==> config.mk <==
export PLATFORM = sky130hd
export DESIGN_NAME = oai_ctrl
export DESIGN_NICKNAME = d
export VERILOG_FILES = /design/src/rtl/oai_pkg.sv /design/src/rtl/oai_ctrl.sv
export SDC_FILE = /design/constraint.sdc
export NUM_CORES = 1
export LEC_CHECK = 0
export BUFFER_PORTS_ARGS = -buffer_cell sky130_fd_sc_hd__buf_2
export CORE_ASPECT_RATIO = 0.9
export CORE_UTILIZATION = 40
export CTS_BUF_LIST = sky130_fd_sc_hd__clkbuf_8
export DETAILED_ROUTE_END_ITERATION = 10
export SLEW_MARGIN = 20
export SYNTH_ARGS = -nofsm -noshare
export SYNTH_HDL_FRONTEND = slang
export SYNTH_SLANG_ARGS = --single-unit
==> constraint.sdc <==
create_clock -name clk -period 5.05 [get_ports clk]
set_input_delay 1.01 -clock clk [delete_from_list [all_inputs] [get_ports clk]]
set_output_delay 1.01 -clock clk [all_outputs]
set_load 0.01 [all_outputs]
==> src/rtl/oai_pkg.sv <==
`timescale 1ns / 1ps
package oai_pkg;

  localparam int CAPACITY_DEF = 256;
  localparam int DATA_W       = 32;
  localparam int REQ_W        = 2;
  localparam int POS_W        = 9;
  localparam int STAT_W       = 2;
  localparam int IDX_W        = 9;
  localparam int CNT_W        = 9;

  typedef enum logic [REQ_W-1:0] {
    REQ_APPEND,
    REQ_INSERT,
    REQ_REMOVE,
    REQ_FIND
  } oai_req_t;

  typedef enum logic [STAT_W-1:0] {
    ST_OK,
    ST_FULL,
    ST_EMPTY,
    ST_NOTFOUND
  } oai_status_t;

  typedef enum logic [2:0] {
    S_IDLE,
    S_DECODE,
    S_UP,
    S_DOWN,
    S_FIND,
    S_DONE
  } oai_state_t;

endpackage

==> src/rtl/oai_ctrl.sv <==
`timescale 1ns / 1ps
module oai_ctrl #(
  parameter int CAPACITY = oai_pkg::CAPACITY_DEF,
  parameter int AW       = $clog2(oai_pkg::CAPACITY_DEF),
  parameter int CW       = $clog2(oai_pkg::CAPACITY_DEF + 1)
) (
  input  logic                              clk,
  input  logic                              rst_n,
  input  logic                              in_valid,
  output logic                              in_ready,
  input  logic [oai_pkg::REQ_W-1:0]         in_req_type,
  input  logic signed [oai_pkg::DATA_W-1:0] in_value,
  input  logic signed [oai_pkg::POS_W-1:0]  in_position,
  output logic                              out_valid,
  input  logic                              out_ready,
  output logic [oai_pkg::STAT_W-1:0]        out_status,
  output logic signed [oai_pkg::IDX_W-1:0]  out_result_index,
  output logic [oai_pkg::CNT_W-1:0]         out_element_count,
  output logic                              mem_we,
  output logic [AW-1:0]                     mem_waddr,
  output logic [oai_pkg::DATA_W-1:0]        mem_wdata,
  output logic                              mem_re,
  output logic [AW-1:0]                     mem_raddr,
  input  logic [oai_pkg::DATA_W-1:0]        mem_rdata
);
  import oai_pkg::*;

  localparam int PW = (CW > 8) ? CW : 8;

  oai_state_t        state_r, state_nxt;
  oai_req_t          req_r, req_nxt;
  logic [DATA_W-1:0] value_r, value_nxt;
  logic [POS_W-1:0]  pos_r, pos_nxt;
  logic [CW-1:0]     count_r, count_nxt;
  logic [AW-1:0]     at_r, at_nxt;
  logic [AW-1:0]     ptr_r, ptr_nxt;
  logic              issue_r, issue_nxt;
  logic              pend_r, pend_nxt;
  logic [AW-1:0]     pend_addr_r, pend_addr_nxt;
  oai_status_t       res_status_r, res_status_nxt;
  logic [AW-1:0]     res_idx_r, res_idx_nxt;
  logic              res_none_r, res_none_nxt;
  logic              out_valid_r, out_valid_nxt;
  oai_status_t       out_status_r, out_status_nxt;
  logic [IDX_W-1:0]  out_index_r, out_index_nxt;
  logic [CNT_W-1:0]  out_count_r, out_count_nxt;

  logic              full;
  logic              pos_neg;
  logic [PW-1:0]     pos_ext;
  logic [PW-1:0]     cnt_ext;
  logic [AW-1:0]     add_at;
  logic [AW-1:0]     rem_at;
  logic [AW-1:0]     last_addr;
  logic [CW-1:0]     rem_next;

  always_comb begin
    full      = (count_r >= CW'(CAPACITY));
    pos_neg   = pos_r[POS_W-1];
    pos_ext   = PW'(pos_r[7:0]);
    cnt_ext   = PW'(count_r);
    last_addr = AW'(count_r - 1'b1);
    if (req_r == REQ_INSERT && !pos_neg && pos_ext <= cnt_ext) begin
      add_at = AW'(pos_ext);
    end else begin
      add_at = AW'(count_r);
    end
    if (!pos_neg && pos_ext < cnt_ext) begin
      rem_at = AW'(pos_ext);
    end else begin
      rem_at = last_addr;
    end
    rem_next = CW'(rem_at) + 1'b1;
  end

  always_comb begin
    state_nxt      = state_r;
    req_nxt        = req_r;
    value_nxt      = value_r;
    pos_nxt        = pos_r;
    count_nxt      = count_r;
    at_nxt         = at_r;
    ptr_nxt        = ptr_r;
    issue_nxt      = issue_r;
    pend_nxt       = 1'b0;
    pend_addr_nxt  = ptr_r;
    res_status_nxt = res_status_r;
    res_idx_nxt    = res_idx_r;
    res_none_nxt   = res_none_r;
    out_valid_nxt  = out_valid_r && !out_ready;
    out_status_nxt = out_status_r;
    out_index_nxt  = out_index_r;
    out_count_nxt  = out_count_r;
    in_ready       = 1'b0;
    mem_we         = 1'b0;
    mem_waddr      = at_r;
    mem_wdata      = value_r;
    mem_re         = 1'b0;
    mem_raddr      = ptr_r;

    case (state_r)
      S_IDLE: begin
        in_ready = 1'b1;
        if (in_valid) begin
          req_nxt   = oai_req_t'(in_req_type);
          value_nxt = in_value;
          pos_nxt   = in_position;
          state_nxt = S_DECODE;
        end
      end

      S_DECODE: begin
        issue_nxt = 1'b0;
        case (req_r)
          REQ_APPEND, REQ_INSERT: begin
            if (full) begin
              res_status_nxt = ST_FULL;
              res_none_nxt   = 1'b1;
              state_nxt      = S_DONE;
            end else begin
              at_nxt    = add_at;
              ptr_nxt   = last_addr;
              issue_nxt = (CW'(add_at) < count_r);
              state_nxt = S_UP;
            end
          end
          REQ_REMOVE: begin
            if (count_r == '0) begin
              res_status_nxt = ST_EMPTY;
              res_none_nxt   = 1'b1;
              state_nxt      = S_DONE;
            end else begin
              at_nxt    = rem_at;
              ptr_nxt   = AW'(rem_next);
              issue_nxt = (rem_next < count_r);
              state_nxt = S_DOWN;
            end
          end
          REQ_FIND: begin
            if (count_r == '0) begin
              res_status_nxt = ST_NOTFOUND;
              res_none_nxt   = 1'b1;
              state_nxt      = S_DONE;
            end else begin
              ptr_nxt   = '0;
              issue_nxt = 1'b1;
              state_nxt = S_FIND;
            end
          end
          default: begin
            state_nxt = S_IDLE;
          end
        endcase
      end

      S_UP: begin
        mem_re        = issue_r;
        pend_nxt      = issue_r;
        pend_addr_nxt = ptr_r;
        if (issue_r) begin
          if (ptr_r == at_r) begin
            issue_nxt = 1'b0;
          end else begin
            ptr_nxt = ptr_r - 1'b1;
          end
        end
        if (pend_r) begin
          mem_we    = 1'b1;
          mem_waddr = pend_addr_r + 1'b1;
          mem_wdata = mem_rdata;
        end else if (!issue_r) begin
          mem_we         = 1'b1;
          mem_waddr      = at_r;
          mem_wdata      = value_r;
          count_nxt      = count_r + 1'b1;
          res_status_nxt = ST_OK;
          res_idx_nxt    = at_r;
          res_none_nxt   = 1'b0;
          state_nxt      = S_DONE;
        end
      end

      S_DOWN: begin
        mem_re        = issue_r;
        pend_nxt      = issue_r;
        pend_addr_nxt = ptr_r;
        if (issue_r) begin
          if (ptr_r == last_addr) begin
            issue_nxt = 1'b0;
          end else begin
            ptr_nxt = ptr_r + 1'b1;
          end
        end
        if (pend_r) begin
          mem_we    = 1'b1;
          mem_waddr = pend_addr_r - 1'b1;
          mem_wdata = mem_rdata;
        end else if (!issue_r) begin
          count_nxt      = count_r - 1'b1;
          res_status_nxt = ST_OK;
          res_idx_nxt    = at_r;
          res_none_nxt   = 1'b0;
          state_nxt      = S_DONE;
        end
      end

      S_FIND: begin
        mem_re        = issue_r;
        pend_nxt      = issue_r;
        pend_addr_nxt = ptr_r;
        if (issue_r) begin
          if (ptr_r == last_addr) begin
            issue_nxt = 1'b0;
          end else begin
            ptr_nxt = ptr_r + 1'b1;
          end
        end
        if (pend_r && mem_rdata == value_r) begin
          issue_nxt      = 1'b0;
          pend_nxt       = 1'b0;
          res_status_nxt = ST_OK;
          res_idx_nxt    = pend_addr_r;
          res_none_nxt   = 1'b0;
          state_nxt      = S_DONE;
        end else if (!pend_r && !issue_r) begin
          res_status_nxt = ST_NOTFOUND;
          res_none_nxt   = 1'b1;
          state_nxt      = S_DONE;
        end
      end

      S_DONE: begin
        if (!out_valid_r || out_ready) begin
          out_valid_nxt  = 1'b1;
          out_status_nxt = res_status_r;
          out_index_nxt  = res_none_r ? '1 : IDX_W'(res_idx_r);
          out_count_nxt  = CNT_W'(count_r);
          state_nxt      = S_IDLE;
        end
      end

      default: begin
        state_nxt = S_IDLE;
      end
    endcase
  end

  always_ff @(posedge clk) begin
    if (!rst_n) begin
      state_r     <= S_IDLE;
      count_r     <= '0;
      issue_r     <= 1'b0;
      pend_r      <= 1'b0;
      out_valid_r <= 1'b0;
    end else begin
      state_r     <= state_nxt;
      count_r     <= count_nxt;
      issue_r     <= issue_nxt;
      pend_r      <= pend_nxt;
      out_valid_r <= out_valid_nxt;
    end
  end

  always_ff @(posedge clk) begin
    req_r        <= req_nxt;
    value_r      <= value_nxt;
    pos_r        <= pos_nxt;
    at_r         <= at_nxt;
    ptr_r        <= ptr_nxt;
    pend_addr_r  <= pend_addr_nxt;
    res_status_r <= res_status_nxt;
    res_idx_r    <= res_idx_nxt;
    res_none_r   <= res_none_nxt;
    out_status_r <= out_status_nxt;
    out_index_r  <= out_index_nxt;
    out_count_r  <= out_count_nxt;
  end

  assign out_valid         = out_valid_r;
  assign out_status        = out_status_r;
  assign out_result_index  = out_index_r;
  assign out_element_count = out_count_r;

  a_count_bound: assert property (@(posedge clk) disable iff (!rst_n)
    count_r <= CW'(CAPACITY))
    else $error("Entry count exceeds the capacity.");

  a_count_step: assert property (@(posedge clk) disable iff (!rst_n)
    $past(rst_n) |-> (count_r == $past(count_r) || count_r == $past(count_r) + 1'b1
                      || count_r == $past(count_r) - 1'b1))
    else $error("Entry count moved by more than one.");

  a_no_same_entry: assert property (@(posedge clk) disable iff (!rst_n)
    (mem_we && mem_re) |-> (mem_waddr != mem_raddr))
    else $error("Shift wrote and read the same entry in one cycle.");

  a_none_index: assert property (@(posedge clk) disable iff (!rst_n)
    (out_valid_r && out_status_r != ST_OK) |-> (out_index_r == '1))
    else $error("Refused or unmatched transaction carries an index.");

  a_full_count: assert property (@(posedge clk) disable iff (!rst_n)
    (out_valid_r && out_status_r == ST_FULL) |-> (out_count_r == CNT_W'(CAPACITY)))
    else $error("Full status reported below capacity.");

endmodule

# Yosys cells after proc, flatten, opt, wreduce, memory -nomap -nowiden
# Cells that the tools add are included.
[totals] register_bits=113 input_bits=79 out_inout_bits=72 elab_cells=176
[classes] n_addsub=7 n_lt_le_gt_ge=5 eq_ne=34 mux=77 reduce_logical=35
[ops] cell="$mux 8" count=16
[ops] cell="$mux 32" count=2
[ops] cell="$pmux 8 s2" count=3
[ops] cell="$pmux 8 s3" count=2
[ops] cell="$mux 9" count=5
[ops] cell="$eq 32x32->1" count=1
[ops] cell="$ne 2x2->1 const B" count=14
[ops] cell="$mux 3" count=8
[ops] cell="$ne 3x3->1 const B" count=8
[ops] cell="$mux 1" count=23
[ops] cell="$lt 8x9->1" count=2
[ops] cell="$pmux 9 s2" count=1
[ops] cell="$add 8x1->8 const B" count=2
[ops] cell="$eq 8x8->1" count=2
[ops] cell="$sub 8x1->8 const B" count=2
[ops] cell="$pmux 3 s5" count=1
[ops] cell="$mux 2" count=7
[ops] cell="$pmux 2 s3" count=2
[ops] cell="$reduce_and 5->1" count=2
[ops] cell="$add 8x1->9 const B" count=1
[ops] cell="$add 9x1->9 const B" count=1
[ops] cell="$ge 9x9->1 const B" count=1
[ops] cell="$le 8x9->1" count=1
[ops] cell="$logic_not 9->1" count=1
[ops] cell="other kinds (27)" count=50

# Logic depth before layout (Yosys ltp)
# Gate-level depths: netlist (run 1).
[depth] depth_word=8 ltp_mapped=20 mapped_depth_nobuf=19

# Worst setup path after synthesis (run 1)
# No wires, ideal clock.
[synth_timing] path_kind="reg2reg" from="reg count_r[6], in the netlist cnt_ext[6]" to="reg issue_r" setup_time_ns=0.086 t_arrival_ns=3.758 t_required_ns=4.964 setup_slack_ns=1.206 path_stages_with_launch=19 path_cell_list="dfxtp_1 -> clkbuf_1 -> inv_1 -> ha_1 -> a211oi_2 -> o32ai_2 -> nor3_2 -> nor2_1 -> a21oi_1 -> ha_1 -> inv_1 -> or3b_1 -> xnor2_1 -> ha_1 -> a21o_1 -> a211oi_1 -> o211ai_1 -> a2bb2oi_1 -> a211oi_1"
[synth_between] elab_chain_len=8 word_cells_on_any_way=21 classes_between="add/sub: 2; order compare: 5; eq/ne: 1; mux: 10; reduce/logical: 3"
[synth_rtl] element="start, declared" line_no="oai_ctrl.sv:34" rtl="logic [CW-1:0] count_r, count_nxt;"
[synth_rtl] element="start signal, assigned" line_no="oai_ctrl.sv:257" rtl="count_r <= count_nxt;"
[synth_rtl] element="$lt 8x9->1" line_no="oai_ctrl.sv:68" rtl="if (!pos_neg && pos_ext < cnt_ext) begin"
[synth_rtl] element="$logic_and 1x1->1" line_no="oai_ctrl.sv:68"
[synth_rtl] element="$mux 8" line_no="oai_ctrl.sv:68"
[synth_rtl] element="$add 8x1->9" line_no="oai_ctrl.sv:73" rtl="rem_next = CW'(rem_at) + 1'b1;"
[synth_rtl] element="$lt 9x9->1" line_no="oai_ctrl.sv:135" rtl="issue_nxt = (rem_next < count_r);"
[synth_rtl] element="$mux 1" line_no="oai_ctrl.sv:128" rtl="if (count_r == '0) begin"
[synth_rtl] element="$pmux 1 s3" line_no="oai_ctrl.sv:114" rtl="case (req_r)"
[synth_rtl] element="$pmux 1 s4 (*)" line_no="oai_ctrl.sv:101" rtl="case (state_r)"
[synth_rtl] element="end signal, assigned" line_no="oai_ctrl.sv:258" rtl="issue_r <= issue_nxt;"
[synth_rtl] element="end, declared" line_no="oai_ctrl.sv:37" rtl="logic issue_r, issue_nxt;"
# Every way passes the cells marked *; elsewhere a longest branch is shown, timed or not.
# A chain may end at the register's enable or synchronous reset.

# Final worst setup path (run 1)
[layout_timing] from="reg count_r[2], in the netlist cnt_ext[2]" to="reg issue_r"
# Same word-level chain as after synthesis.

==> flow_metrics.py, run 1 <==
metrics = {
    "outcome": {
        "status": "completed",
    },
    "clock_tree": {
        "clockBufferDepth": 2,
        "clk_latency_ns": 0.44,
        "h-tree-depth": 4,
        "clkTransAtPathRegs_ns": 0.07,
        "cts_tree": "done",
        "clock_sinks": 113,
        "ctsResizeCount": 0,
        "cts_setup_buffers": 0,
        "cts_buffers": 17,
        "root_buffer": "clkbuf_8",
        "holdBufCountCts": 0,
    },
    "sta": {
        "tns_ns": 0,
        "setup_violations": 0,
        "fin_crit_ns": 4.39,
        "finClkSkew_ns": 0.0109,
        "final-hold-violation-count": 0,
        "slew_headroom": 0.408,
        "grt_setup_unrepaired": "no",
        "max_freq_mhz": 228,
        "holdWs_ns": 0.424,
        "worst_slew_pin_slew_ns": 0.884,
        "fin_crit_sh": 0.869,
        "slew_violations": 0,
    },
    "drt": {
        "topRoutingLayerUsed": "met4",
        "first_pass_iters": 5,
        "detail-route-antenna-nets": 0,
        "routed-wl-met3_um": 857,
        "wl_met2_mm": 8.39,
        "wl_mm": 18.6,
        "m1WireLength_mm": 8.85,
        "drc_errors": 0,
        "dr.first_iter.drc_count": 397,
        "wl_per_cell_um": 18.3,
        "viasPerCell": 5.41,
        "num_vias": 5477,
    },
    "synthesis": {
        "yosysTopAreaCellShare": 0.392,
        "syn_inst": 634,
        "synth-seq-area-share": 0.458,
        "yosys.area.top_type": "edfxtp_1",
        "ys.flop_type": "edfxtp_1",
        "ys_async_sr_fraction": 0,
        "synth-edff-count": 90,
        "avgSynthCellArea_um2": 10.9,
        "synth_area_um2": 6900,
        "yosys-top-cells-area": "edfxtp_1 39%, mux2_2 7.7%, dfxtp_1 6.7%",
        "ys_seq_elements": 113,
        "ys_warn_count": 0,
        "syn_nets": 748,
        "yosysUniqueCellTypes": 65,
    },
    "floorplanning": {
        "start_util": 0.408,
        "core_um2": 16900,
        "io_pins": 151,
        "rows": 45,
        "die_x_um": 140,
        "die_y_um": 127,
        "dieArea_um2": 17800,
    },
    "cells_and_area": {
        "n_fill_cell": 1546,
        "final_util": 0.493,
        "area.growth.synth_to_final_pct": 20.7,
        "antenna_cells": 0,
        "drive_above_1_share": 0.328,
        "nets": 903,
        "final_common_cell": "buf_2",
        "final_cell_mix": "150 x buf_2, 90 x edfxtp_1, 50 x xor2_1",
    },
    "placed_design": {
        "portBuffers": 150,
        "place.gp.congestion": 0.894,
        "hpwl_mm": 14.1,
    },
    "critical_path": {
        "crit_buf_inv": 1,
        "path_delay_family": "compound AO/OA/AOI/OAI gates",
        "endpoint_kind": "register",
        "crit_required_ns": 5.41,
        "crit_type": "reg2reg",
        "cp_slowest_stage_delay_ns": 0.62,
        "rrSetupSlack_ns": 0.66,
        "critPathMaxFanout": 13,
        "start_kind": "register",
        "arrival_ns": 4.75,
        "cp_cell_sequence": "inv_1, ha_1, a21oi_1, a211oi_2, nor2_1, o211ai_2, mux2_2, ha_1, a21o_1, a21oi_1, nor2_1, a2111oi_0, o21a_1, a2bb2oi_1, a211oi_1",
        "slowest_stage": "dfxtp_1",
    },
    "global_route": {
        "grt_pass1_wl_mm": 28.4,
        "antenna_found_initial": 0,
        "grt_usage": 0.211,
        "grt_pass1_vias": 5192,
        "grt_max_degree": 49,
        "grt_overflow": 0,
    },
    "power_and_ir_drop": {
        "peakVddDrop_v": 0.000307,
        "p_leak_nw": 3.43,
        "p_per_area_nw_per_um2": 626,
    },
    "worst_hold_path": {
        "min_path_type": "reg2reg",
    },
    "flow_run": {
        "maxCapViolations": 0,
    },
}
[kinds of logic after synthesis]
| family | share of synthesized area |
|---|---|
| adder cells (fa/ha/maj) | 0.0646 |
| AND/OR/NAND/NOR | 0.137 |
| XOR/XNOR | 0.104 |
| multiplexers | 0.0954 |
| AO/OA/AOI/OAI | 0.114 |
| flip-flops | 0.458 |
| buffers and inverters | 0.0265 |
[metrics by stage]
stage / power [W] / cells / area [µm²] / worst slack [ns]
6_report: 0.00522 / 1013 / 8330 / 0.660
3_3_place_gp: 0.00417 / 981 / 7880 / 0.870
4_1_cts: 0.00522 / 1013 / 8330 / 0.728
5_1_grt: 0.00555 / 1013 / 8330 / 0.429
3_5_place_dp: 0.00422 / 981 / 7880 / 0.746
2_1_floorplan: 0.00342 / 634 / 6900 / 1.21
[metal layers]
metal,global-route usage,vias up
met3,0.0400,32
met4,0.0931,0
met2,0.325,171
met1,0.291,2634
met5,0,-
li1,-,2640
[synthesized netlist by cell type, types with 2 or more instances]
master,number
o21bai_1,4
nor3_1,13
mux2_2,47
a31oi_1,4
nand4_1,6
a221oi_1,3
or2_2,10
buf_2,2
a211oi_2,2
a22oi_1,4
nand3b_1,2
nor3_2,2
nand2b_1,4
and2_1,7
a21oi_1,36
nand2_1,37
dfxtp_1,23
or3_1,3
o31ai_1,5
a21boi_0,3
edfxtp_1,90
o211ai_1,3
ha_1,34
xnor2_1,32
inv_1,19
nand3_1,14
nor2b_1,9
mux2i_1,10
o21ai_0,29
nor2_1,43
o21a_1,3
xor2_1,50
clkbuf_1,16
and3_1,10
buf_6,2
nor4_1,11
a31o_2,2
buf_1,2
a21o_1,7
a211oi_1,6
[final cells by class]
type / instances / area (µm²) / area share
Timing Repair Buffer: 159 / 818 / 0.0982
Clock buffer: 20 / 275 / 0.0330
Tap cell: 211 / 264 / 0.0317
Clock inverter: 12 / 179 / 0.0215
Sequential cell: 113 / 3160 / 0.380
Multi-Input combinational cell: 478 / 3560 / 0.427
Inverter: 20 / 75.1 / 0.00901
[worst paths after layout]
path                                 startpoint       endpoint  depth (start not counted)
worst min-delay path            res_status_r[1]  out_status[1]                          0
worst min register to register  res_status_r[1]  out_status[1]                          0
worst max register to register       cnt_ext[2]        issue_r                         15
worst max-delay path                 cnt_ext[2]        issue_r                         15
[worst reg2reg max path: stages (launching register included)]
cell and delay (ns):
dfxtp_1 0.62, inv_1 0.20, ha_1 0.36, a21oi_1 0.09
a211oi_2 0.39, nor2_1 0.12, o211ai_2 0.53, mux2_2 0.42
ha_1 0.30, a21o_1 0.16, a21oi_1 0.16, nor2_1 0.06
a2111oi_0 0.41, o21a_1 0.19, a2bb2oi_1 0.07, a211oi_1 0.22
[registers in the layout (all words and copies together) (netlist names)]
register	flops
out_valid	1
out_element_count	9
pend_addr_r	8
out_result_index	9
cnt_ext	9
req_r	2
at_r	8
state_r	3
res_status_r	2
res_idx_r	8
value_r	32
pos_r	9
out_status	2
issue_r	1
mem_raddr	8
res_none_r	1
pend_r	1
[report_power, final]
part / switching, W / internal [W]
sequential: 0.000298 / 0.00139
combinational: 0.00144 / 0.00110
clock: 0.000400 / 0.000579
No activity file was read; power rests on OpenSTA's default activity.
==> inputs of run 2 (changes only) <==
- BUFFER_PORTS_ARGS: -buffer_cell sky130_fd_sc_hd__buf_2 -> default
- DONT_BUFFER_PORTS: default -> 1
==> flow_metrics.py, run 2 (same netlist as run 1, synthesis figures left out) <==
metrics = {
    "sta": {
        "grt_setup_unrepaired": "no",
        "finClkSkew_ns": 0.0111,
        "setup_ws_ns": 0.662,
        "worst_slew_pin_slew_ns": 0.975,
        "slew_headroom": 0.348,
        "tns_ns": 0,
        "final-hold-violation-count": 0,
        "setup_violations": 0,
        "fin_crit_ns": 4.39,
        "fin_crit_sh": 0.869,
        "holdWs_ns": 0.425,
        "max_freq_mhz": 228,
        "slew_violations": 0,
    },
    "global_route": {
        "grt_pass1_vias": 4847,
        "grt_max_degree": 49,
        "antenna_found_initial": 0,
        "grt_overflow": 0,
        "grt_pass1_wl_mm": 27.5,
        "grt_usage": 0.207,
    },
    "critical_path": {
        "crit_buf_inv": 1,
        "slowest_stage": "dfxtp_1",
        "crit_type": "reg2reg",
        "arrival_ns": 4.74,
        "start_kind": "register",
        "critPathMaxFanout": 13,
        "crit_required_ns": 5.40,
        "endpoint_kind": "register",
        "cp_cell_sequence": "inv_1, ha_1, a21oi_1, a211oi_2, nor2_1, o211ai_2, mux2_2, ha_1, a21o_1, a21oi_1, nor2_1, a2111oi_0, o21a_1, a2bb2oi_1, a211oi_1",
        "path_delay_family": "compound AO/OA/AOI/OAI gates",
        "cp_slowest_stage_delay_ns": 0.63,
    },
    "floorplanning": {
        "dieArea_um2": 17800,
        "core_um2": 16900,
        "die_x_um": 140,
        "die_y_um": 127,
        "io_pins": 151,
        "rows": 45,
        "start_util": 0.408,
    },
    "cells_and_area": {
        "final_common_cell": "edfxtp_1",
        "area.growth.synth_to_final_pct": 9.43,
        "final_cell_mix": "90 x edfxtp_1, 50 x xor2_1, 47 x mux2_2",
        "nets": 750,
        "largest_reg_flops": 32,
        "drive_above_1_share": 0.174,
        "top_register": "value_r",
        "antenna_cells": 0,
    },
    "power_and_ir_drop": {
        "p_sw_w": 0.00209,
        "p_seq_frac": 0.344,
        "switching_share": 0.417,
        "p_per_area_nw_per_um2": 665,
        "total_power_w": 0.00502,
        "p_clk_frac": 0.192,
        "combPwrFrac": 0.464,
        "peakVddDrop_v": 0.000275,
        "p_leak_nw": 2.82,
        "p_int_w": 0.00292,
    },
    "clock_tree": {
        "cts_tree": "done",
        "root_buffer": "clkbuf_8",
        "h-tree-depth": 4,
        "clkTransAtPathRegs_ns": 0.08,
        "clock_sinks": 113,
        "clockBufferDepth": 2,
        "holdBufCountCts": 0,
        "ctsResizeCount": 0,
        "cts_setup_buffers": 0,
        "clk_latency_ns": 0.44,
        "cts_buffers": 17,
    },
    "drt": {
        "viasPerCell": 5.71,
        "wl_mm": 17.9,
        "first_pass_iters": 5,
        "wl_per_cell_um": 20.8,
        "num_vias": 4914,
        "drc_errors": 0,
        "dr.first_iter.drc_count": 314,
        "detail-route-antenna-nets": 0,
    },
    "placed_design": {
        "portBuffers": 0,
        "hpwl_mm": 13.5,
        "dp_slack_ns": 0.758,
        "place.gp.congestion": 0.990,
    },
    "flow_run": {
        "maxCapViolations": 0,
    },
    "outcome": {
        "status": "completed",
    },
    "worst_hold_path": {
        "min_path_type": "reg2reg",
    },
}
[run 2: worst paths after layout]
kind | slack [ns] | startpoint | endpoint | cells after the start
setup / recovery | 0.66 | cnt_ext[2] | issue_r | 15
hold / removal | 0.43 | res_status_r[1] | out_status[1] | 0
setup reg to reg | 0.66 | cnt_ext[2] | issue_r | 15
hold reg to reg | 0.43 | res_status_r[1] | out_status[1] | 0
[run 2: per-layer routing]
layer | track usage | routed length (µm) | share of wire
met5 | 0 | 0 | 0
met1 | 0.271 | 8080 | 0.45
met4 | 0.0782 | 323 | 0.018
met2 | 0.327 | 8270 | 0.46
met3 | 0.0544 | 1200 | 0.067
[run 2: worst reg2reg max path, stage by stage (launching register included)]
cell and delay [ns]:
dfxtp_1 0.63, inv_1 0.20, ha_1 0.36, a21oi_1 0.08, a211oi_2 0.41, nor2_1 0.11, o211ai_2 0.50, mux2_2 0.42
ha_1 0.30, a21o_1 0.17, a21oi_1 0.16, nor2_1 0.06, a2111oi_0 0.42, o21a_1 0.19, a2bb2oi_1 0.07, a211oi_1 0.23
[run 2: power by group through the flow]
stage                     registers, W  clock network (W)  logic, W
final                          0.00173           0.000964   0.00233
after global routing           0.00177            0.00102   0.00257
after CTS                      0.00173           0.000986   0.00232
after detailed placement       0.00175                  0   0.00230
after global placement         0.00174                  0   0.00225
after floorplan                0.00161                  0   0.00181
[run 2: layout make-up]
cell class                 instances  area (µm²)
fill                            1615        9340
multi-input combinational        478        3560
sequential                       113        3160
tap                              211         264
clock buffer                      17         234
clock inverter                    15         208
inverter                          20        75.1
timing repair buffer               6        45.0
[run 2: per-stage QoR]
stage,instances,instance area (µm²),util
6_report,860,7550,0.447
3_5_place_dp,828,7110,0.421
5_1_grt,860,7550,0.447
2_1_floorplan,634,6900,-
4_1_cts,860,7550,0.447
3_3_place_gp,828,7110,0.421
==> inputs of run 3 (changes only) <==
- PLACE_DENSITY_LB_ADDON: default -> 0.3
==> flow_metrics.py, run 3 (same netlist as run 1, synthesis figures left out) <==
metrics = {
    "outcome": {
        "status": "completed",
    },
    "critical_path": {
        "crit_type": "reg2reg",
        "cp_slowest_stage_delay_ns": 0.62,
        "critPathMaxFanout": 13,
        "crit_required_ns": 5.39,
        "crit_buf_inv": 1,
        "cp_cell_sequence": "inv_1, ha_1, a21oi_1, a211oi_2, nor2_1, o211ai_2, mux2_2, ha_1, a21o_1, a21oi_1, nor2_1, a2111oi_0, o21a_1, a2bb2oi_1, a211oi_1",
        "start_kind": "register",
        "slowest_stage": "dfxtp_1",
        "path_delay_family": "compound AO/OA/AOI/OAI gates",
        "endpoint_kind": "register",
        "arrival_ns": 4.79,
    },
    "global_route": {
        "grtUsageMet2": 0.315,
        "antenna_found_initial": 0,
        "grt_busiest_layer": "met2",
        "grt_pass1_wl_mm": 27.6,
        "grt_overflow": 0,
        "grt_max_degree": 49,
        "grt_pass1_vias": 4897,
        "use_met3": 0.0570,
        "met1_usage": 0.275,
        "grt_usage": 0.207,
    },
    "cells_and_area": {
        "final_util": 0.447,
        "finalNonFillerCells": 862,
        "fin_area_um2": 7560,
        "largest_reg_flops": 32,
        "n_fill_cell": 1565,
        "final_common_cell": "edfxtp_1",
        "area.growth.synth_to_final_pct": 9.52,
        "final_cell_mix": "90 x edfxtp_1, 50 x xor2_1, 47 x mux2_2",
        "antenna_cells": 0,
        "top_register": "value_r",
        "nets": 752,
        "drive_above_1_share": 0.166,
    },
    "placed_design": {
        "place_inst": 830,
        "place.gp.congestion": 0.881,
        "hpwl_mm": 13.7,
        "postPlaceCellArea_um2": 7120,
        "portBuffers": 0,
    },
    "drt": {
        "num_vias": 4892,
        "drc_errors": 0,
        "first_pass_iters": 5,
        "wl_per_cell_um": 20.6,
        "wl_mm": 17.8,
        "viasPerCell": 5.68,
        "dr.first_iter.drc_count": 453,
        "detail-route-antenna-nets": 0,
    },
    "sta": {
        "slew_violations": 0,
        "finClkSkew_ns": 0.0117,
        "max_freq_mhz": 225,
        "grt_setup_unrepaired": "no",
        "setup_violations": 0,
        "final-hold-violation-count": 0,
        "tns_ns": 0,
        "worst_slew_pin_slew_ns": 0.973,
        "fin_crit_sh": 0.881,
        "fin_crit_ns": 4.45,
        "slew_headroom": 0.351,
    },
    "floorplanning": {
        "start_util": 0.408,
        "die_x_um": 140,
        "io_pins": 151,
        "die_y_um": 127,
        "core_um2": 16900,
        "dieArea_um2": 17800,
        "rows": 45,
    },
    "clock_tree": {
        "cts_setup_buffers": 0,
        "clockBufferDepth": 2,
        "clkTransAtPathRegs_ns": 0.07,
        "ctsResizeCount": 0,
        "clk_latency_ns": 0.43,
        "cts_tree": "done",
        "holdBufCountCts": 0,
        "h-tree-depth": 4,
        "clock_sinks": 113,
        "cts_buffers": 17,
        "root_buffer": "clkbuf_8",
    },
    "power_and_ir_drop": {
        "p_leak_nw": 2.83,
        "peakVddDrop_v": 0.000238,
        "p_per_area_nw_per_um2": 664,
    },
    "worst_hold_path": {
        "min_path_type": "reg2reg",
    },
    "flow_run": {
        "maxCapViolations": 0,
    },
}
[run 3: final cells by class]
cell class / count / area (µm²) / share of cell area
clock inverters: 15 / 201 / 0.0267
well taps: 211 / 264 / 0.0349
repair buffers: 8 / 60.1 / 0.00795
multi-input cells: 478 / 3560 / 0.471
flip-flops and latches: 113 / 3160 / 0.419
inverters: 20 / 75.1 / 0.00994
clock buffers: 17 / 234 / 0.0310
[run 3: worst reg2reg max path: cells and delay by family, from the launching register on]
| kind | cells | cell delay, ns |
|---|---|---|
| AND/OR/NAND/NOR | 2 | 0.17 |
| buffers and inverters | 1 | 0.21 |
| adder cells (fa/ha/maj) | 2 | 0.66 |
| flip-flops | 1 | 0.62 |
| multiplexers | 1 | 0.43 |
| AO/OA/AOI/OAI | 9 | 2.28 |
[run 3: report_power, final]
group | switching [W] | internal, W | total (W)
combinational | 0.00135 | 0.000990 | 0.00234
clock | 0.000382 | 0.000576 | 0.000958
sequential | 0.000326 | 0.00140 | 0.00172
total | 0.00205 | 0.00296 | 0.00502
[run 3: routing by layer]
| metal | share of wire | vias up |
|---|---|---|
| li1 | - | 2344 |
| met1 | 0.45 | 2352 |
| met2 | 0.46 | 163 |
| met3 | 0.063 | 33 |
| met4 | 0.025 | 0 |
| met5 | 0 | - |
[run 3: stage by stage]
step	hold slack (ns)	setup slack, ns	total power [W]
floorplan	0.400	1.21	0.00342
global placement	0.412	0.844	0.00400
detailed placement	0.406	0.649	0.00405
CTS	0.421	0.660	0.00502
global route	0.430	0.226	0.00537
finish	0.422	0.601	0.00502
[run 3: final timing paths]
kind | from | end | slack [ns] | cells past startpoint
setup / recovery | cnt_ext[2] | issue_r | 0.60 | 15
hold reg to reg | res_status_r[0] | out_status[0] | 0.42 | 0
hold / removal | res_status_r[0] | out_status[0] | 0.42 | 0
setup reg to reg | cnt_ext[2] | issue_r | 0.60 | 15
